==> src/rtl/lph_pkg.sv <==
package lph_pkg;

  // Request operation codes
  localparam logic [1:0] OP_GET = 2'd0;
  localparam logic [1:0] OP_SET = 2'd1;
  localparam logic [1:0] OP_DEL = 2'd2;

  // Slot status codes
  localparam logic [1:0] ST_EMPTY = 2'd0;
  localparam logic [1:0] ST_USED  = 2'd1;
  localparam logic [1:0] ST_TOMB  = 2'd2;

  // Probe outcome codes
  localparam logic [1:0] PR_MATCH = 2'd0;
  localparam logic [1:0] PR_EMPTY = 2'd1;
  localparam logic [1:0] PR_TOMB  = 2'd2;
  localparam logic [1:0] PR_NONE  = 2'd3;

  localparam logic [8:0] MAX_FILL_RESET = 9'd192;
  localparam int         HASH_W         = 32;

  // Controller to datapath commands
  typedef struct packed {
    logic clr_wr;
    logic load_req;
    logic idx_from_hash;
    logic mod_start;
    logic mod_step;
    logic advance;
    logic rec_tomb;
    logic use_tomb;
    logic wr_used;
    logic wr_tomb;
    logic wr_key;
    logic wr_val;
    logic fill_inc;
    logic out_load;
    logic out_found;
    logic out_val_sel;
    logic out_new_key;
    logic out_full;
  } lph_cmd_t;

  // Datapath to controller status
  typedef struct packed {
    logic [1:0] op;
    logic       st_empty;
    logic       st_used;
    logic       key_match;
    logic       have_tomb;
    logic       probe_last;
    logic       mod_last;
    logic       clr_last;
    logic       fill_ok;
    logic       fill_nz;
    logic       out_busy;
  } lph_stat_t;

endpackage

==> src/rtl/lph_ctrl.sv <==
module lph_ctrl
  import lph_pkg::*;
#(
  parameter int SLOTS = 256
) (
  input  logic      clk,
  input  logic      rst_n,
  input  logic      in_valid,
  output logic      in_ready,
  input  lph_stat_t stat,
  output lph_cmd_t  cmd
);

  localparam bit IS_POW2 = (SLOTS & (SLOTS - 1)) == 0;

  localparam logic [2:0] S_CLEAR = 3'd0;
  localparam logic [2:0] S_IDLE  = 3'd1;
  localparam logic [2:0] S_HASH  = 3'd2;
  localparam logic [2:0] S_MOD   = 3'd3;
  localparam logic [2:0] S_READ  = 3'd4;
  localparam logic [2:0] S_CHECK = 3'd5;
  localparam logic [2:0] S_ACT   = 3'd6;

  logic [2:0] state_r;
  logic [2:0] state_nxt;
  logic [1:0] res_r;
  logic [1:0] res_nxt;

  assign in_ready = state_r == S_IDLE;

  always_comb begin
    state_nxt = state_r;
    res_nxt   = res_r;
    cmd       = '0;
    unique case (state_r)
      // Sweep every slot to empty after reset
      S_CLEAR: begin
        cmd.clr_wr  = 1'b1;
        cmd.advance = 1'b1;
        if (stat.clr_last) begin
          state_nxt = S_IDLE;
        end
      end
      S_IDLE: begin
        if (in_valid) begin
          cmd.load_req = 1'b1;
          state_nxt    = S_HASH;
        end
      end
      // Skip the probe for undefined codes and deletes on an empty table
      S_HASH: begin
        if (stat.op != OP_GET && stat.op != OP_SET &&
            (stat.op != OP_DEL || !stat.fill_nz)) begin
          res_nxt   = PR_NONE;
          state_nxt = S_ACT;
        end else if (IS_POW2) begin
          cmd.idx_from_hash = 1'b1;
          state_nxt         = S_READ;
        end else begin
          cmd.mod_start = 1'b1;
          state_nxt     = S_MOD;
        end
      end
      S_MOD: begin
        cmd.mod_step = 1'b1;
        if (stat.mod_last) begin
          state_nxt = S_READ;
        end
      end
      S_READ: begin
        state_nxt = S_CHECK;
      end
      // Examine one slot a cycle
      S_CHECK: begin
        if (stat.st_empty) begin
          res_nxt   = stat.have_tomb ? PR_TOMB : PR_EMPTY;
          state_nxt = S_ACT;
        end else if (stat.st_used && stat.key_match) begin
          res_nxt   = PR_MATCH;
          state_nxt = S_ACT;
        end else begin
          if (!stat.st_used && !stat.have_tomb) begin
            cmd.rec_tomb = 1'b1;
          end
          if (stat.probe_last) begin
            res_nxt   = (stat.have_tomb || !stat.st_used) ? PR_TOMB : PR_NONE;
            state_nxt = S_ACT;
          end else begin
            cmd.advance = 1'b1;
          end
        end
      end
      // Commit the update and load the result beat
      S_ACT: begin
        if (!stat.out_busy) begin
          cmd.out_load = 1'b1;
          state_nxt    = S_IDLE;
          case (stat.op)
            OP_GET: begin
              cmd.out_found   = res_r == PR_MATCH;
              cmd.out_val_sel = res_r == PR_MATCH;
            end
            OP_SET: begin
              if (res_r == PR_MATCH) begin
                cmd.wr_val = 1'b1;
              end else if (res_r == PR_NONE ||
                           (res_r == PR_EMPTY && !stat.fill_ok)) begin
                cmd.out_full = 1'b1;
              end else begin
                cmd.use_tomb    = res_r == PR_TOMB;
                cmd.fill_inc    = res_r == PR_EMPTY;
                cmd.wr_used     = 1'b1;
                cmd.wr_key      = 1'b1;
                cmd.wr_val      = 1'b1;
                cmd.out_new_key = 1'b1;
              end
            end
            OP_DEL: begin
              if (res_r == PR_MATCH) begin
                cmd.wr_tomb   = 1'b1;
                cmd.out_found = 1'b1;
              end
            end
            default: begin
            end
          endcase
        end
      end
      default: begin
        state_nxt = S_IDLE;
      end
    endcase
  end

  always_ff @(posedge clk) begin
    if (!rst_n) begin
      state_r <= S_CLEAR;
      res_r   <= PR_NONE;
    end else begin
      state_r <= state_nxt;
      res_r   <= res_nxt;
    end
  end

endmodule

==> config.mk <==
export PLATFORM = sky130hd
export DESIGN_NAME = lph_ctrl
export DESIGN_NICKNAME = d
export VERILOG_FILES = /design/src/rtl/lph_pkg.sv /design/src/rtl/lph_ctrl.sv
export SDC_FILE = /design/constraint.sdc
export NUM_CORES = 1
export LEC_CHECK = 0
export BUFFER_PORTS_ARGS = -buffer_cell sky130_fd_sc_hd__buf_2
export CORE_UTILIZATION = 40
export DETAILED_ROUTE_END_ITERATION = 8
export PLACE_DENSITY = 0.82
export SYNTH_ARGS = -nofsm -noshare
export SYNTH_HDL_FRONTEND = slang
export SYNTH_SLANG_ARGS = --single-unit
==> constraint.sdc <==
create_clock -name clk -period 3.39 [get_ports clk]
set_clock_uncertainty 0.05 [all_clocks]
set_input_delay 0.5085 -clock clk [delete_from_list [all_inputs] [get_ports clk]]
set_output_delay 0.5085 -clock clk [all_outputs]
set_load 0.1 [all_outputs]
==> flow_summary_export.csv <==
group,metric,value,unit
outcome,status,"completed",
synthesis,synth-simple-area-share,40.38,%
detailed_routing,ant_nets,0,
clock_network,clockBufferDepth,2,
setup_path,path_cells,"and2b_1, and3b_4, nor4b_4, and2_4, buf_2",
detailed_routing,vias_per_cell,5.183,
sta,setup_tns,0,ns
setup_path,cp_max_fo,14,
setup_path,cp.arrival,2.04,ns
final_layout,multi_input_area,405.4,um^2
clock_network,cts_setup_buffers,0,
job,max-cap-violations,0,
clock_network,cts-resized-gates,0,
placement,hpwl,964.1,um
final_layout,diodes,0,
clock_network,htreeDepth,1,
detailed_routing,wl_met3,95,um
sta,period_needed,2.596,ns
floorplan,die_w,38.29,um
synthesis,synth_area_leaders,"dfxtp_1 19%, nand2_1 7.1%, buf_4 5.7%",
setup_path,cp_slowest_stage_delay,0.57,ns
final_layout,final-instance-count-excl-fill,115,
synthesis,synth_top_cell_by_area,"dfxtp_1",
final_layout,area_delta_synth_final,36.10,%
setup_path,endpoint_kind,"output port",
floorplan,die_area,1466,um^2
pwr,power_density,437.0,nW/um^2
clock_network,cts_sinks,5,
clock_network,clock_latency,0.24,ns
detailed_routing,dr.pass1.iters,2,
synthesis,async_reset_ff_share,0,%
global_routing,grt_max_degree,16,
synthesis,synthesis.nets,86,
detailed_routing,wl_met1,538,um
setup_path,path_class,"flip-flop to output port",
clock_network,cts.clk_slew.worst_paths,0.04,ns
pwr,cellLeakagePower,0.3527,nW
final_layout,n_fill_cell,125,
floorplan,start_util,44.98,%
global_routing,grt_overflow,0,
detailed_routing,route.detailed.drc,0,
detailed_routing,vias,596,
clock_network,cts_inserted_buffers,3,
floorplan,ioPinCount,34,
synthesis,netlist_instances,71,
setup_path,required,2.83,ns
synthesis,synth-xor-area-share,0,%
detailed_routing,highest_layer,"met3",
detailed_routing,wl_met2,586,um
placement,gp_congestion,0.7664,
final_layout,fin_nets,117,
sta,setup_viol,0,
pwr,ir_drop,0.2944,mV
synthesis,synth.cell_area,526.8,um^2
synthesis,ys.flop_type,"dfxtp_1",
clock_network,hold_buffers,0,
floorplan,num_rows,12,
floorplan,core_area,1171,um^2
detailed_routing,drt_iter0_markers,10,
global_routing,grt_pass1_wl,1759,um
synthesis,synth.distinct_cells,33,
sta,holdWs,0.4243,ns
setup_path,crit_slowest_cell,"dfxtp_1",
placement,io_buffers,32,
final_layout,drive_gt1_share,45.54,%
synthesis,synth_seq_cells,5,
final_layout,regArea,100.1,um^2
sta,finalCritPeriodShare,76.58,%
synthesis,yosysTopAreaCellShare,19.00,%
synthesis,synth_edf_count,0,
synthesis,synthAdderAreaFrac,0,%
synthesis,synth_compound_area_share,24.94,%
sta,final-hold-violation-count,0,
global_routing,grtUsageTotal,17.68,%
synthesis,seq_area_frac_synth,19.00,%
synthesis,synth.avg_cell_area,7.419,um^2
global_routing,grt_pass1_vias,439,
clock_network,cts-root-buf,"clkbuf_4",
clock_network,cts_tree,"done",
detailed_routing,wirelength,1220,um
placement,placedCellCount,111,
synthesis,synth.area.mux_share,5.938,%
detailed_routing,wire_per_inst,10.61,um
final_layout,final_common_cell,"buf_2",
synthesis,synth_top_family_by_area,"simple AND/OR/NAND/NOR gates",
sta,max_freq,385.2,MHz
sta,rsz0062_at_grt,"no",
synthesis,ys_warn_count,0,
final_layout,final_cell_mix,"32 x buf_2, 10 x nand2_1, 6 x nor2_1",
setup_path,start_kind,"flip-flop",
worst_hold_path,min_path_type,"primary input to flip-flop",
global_routing,antenna_found_initial,0,
floorplan,die_h,38.29,um
sta,finalMaxSlewViolations,0,
final timing paths:
kind | cells past startpoint | from | end | slack [ns]
worst min-delay path | 2 | rst_n | res_r[1] | 0.42
worst min register to register | 2 | res_r[0] | res_r[0] | 0.58
worst max-delay path | 5 | state_r[2] | cmd[8] | 0.79
worst max register to register | 4 | state_r[1] | res_r[1] | 1.89
area by class of cell:
cell class / instances / share of cell area, %
clock buffer: 4 / 3.665
sequential: 5 / 13.96
inverter: 2 / 1.047
multi-input combinational: 58 / 56.54
timing repair buffer: 32 / 22.34
tap: 14 / 2.443
cells in the mapped netlist (2+ instances only):
master	number
and2b_1	2
buf_2	2
and2_1	2
nand2_1	10
mux2i_1	2
nor2_1	6
dfxtp_1	5
o22ai_1	3
buf_4	4
nand2b_1	3
a21oi_1	4
nand3b_1	2
nor3_1	3
nor3b_1	2
inv_1	2
o21ai_0	2
metal layers:
layer  GRT usage [%]  up-vias
met1           18.21      256
met2           32.20       26
met5               0        -
met3           8.721        0
li1                -      314
met4           2.679        0
logic make-up after synthesis:
group / after synthesis
multiplexers: 3
buffers and inverters: 8
flip-flops: 5
other: 1
AO/OA/AOI/OAI: 18
AND/OR/NAND/NOR: 36
state kept, by name (all words and copies together), names as in the netlist:
| name | flops |
|---|---|
| state_r | 3 |
| res_r | 2 |
through the flow:
| stage | instance area (um^2) | setup slack, ns | power (mW) | utilization, % |
|---|---|---|---|---|
| global route | 716.9 | 0.6658 | 0.3298 | 61.22 |
| global placement | 690.7 | 1.023 | 0.2448 | 58.97 |
| CTS | 716.9 | 0.7808 | 0.3177 | 61.22 |
| detailed placement | 690.7 | 0.9866 | 0.2466 | 58.97 |
| floorplan | 553.0 | 0.03218 | 0.2206 | - |
| finish | 716.9 | 0.7940 | 0.3133 | 61.22 |
where the power goes:
part	switching (mW)	total, mW	internal [mW]	leakage (nW)
Combinational	0.123	0.164	0.0411	0.297
Clock	0.0232	0.0677	0.0444	0.0150
Sequential	0.0173	0.0815	0.0642	0.0409
critical path: cells and delay by family, from the launching register on:
family / cells / cell delay (ns)
buffers and inverters: 1 / 0.41
DFF: 1 / 0.57
and+or+nand+nor: 4 / 0.82
(Power assumes the default switching activity.)
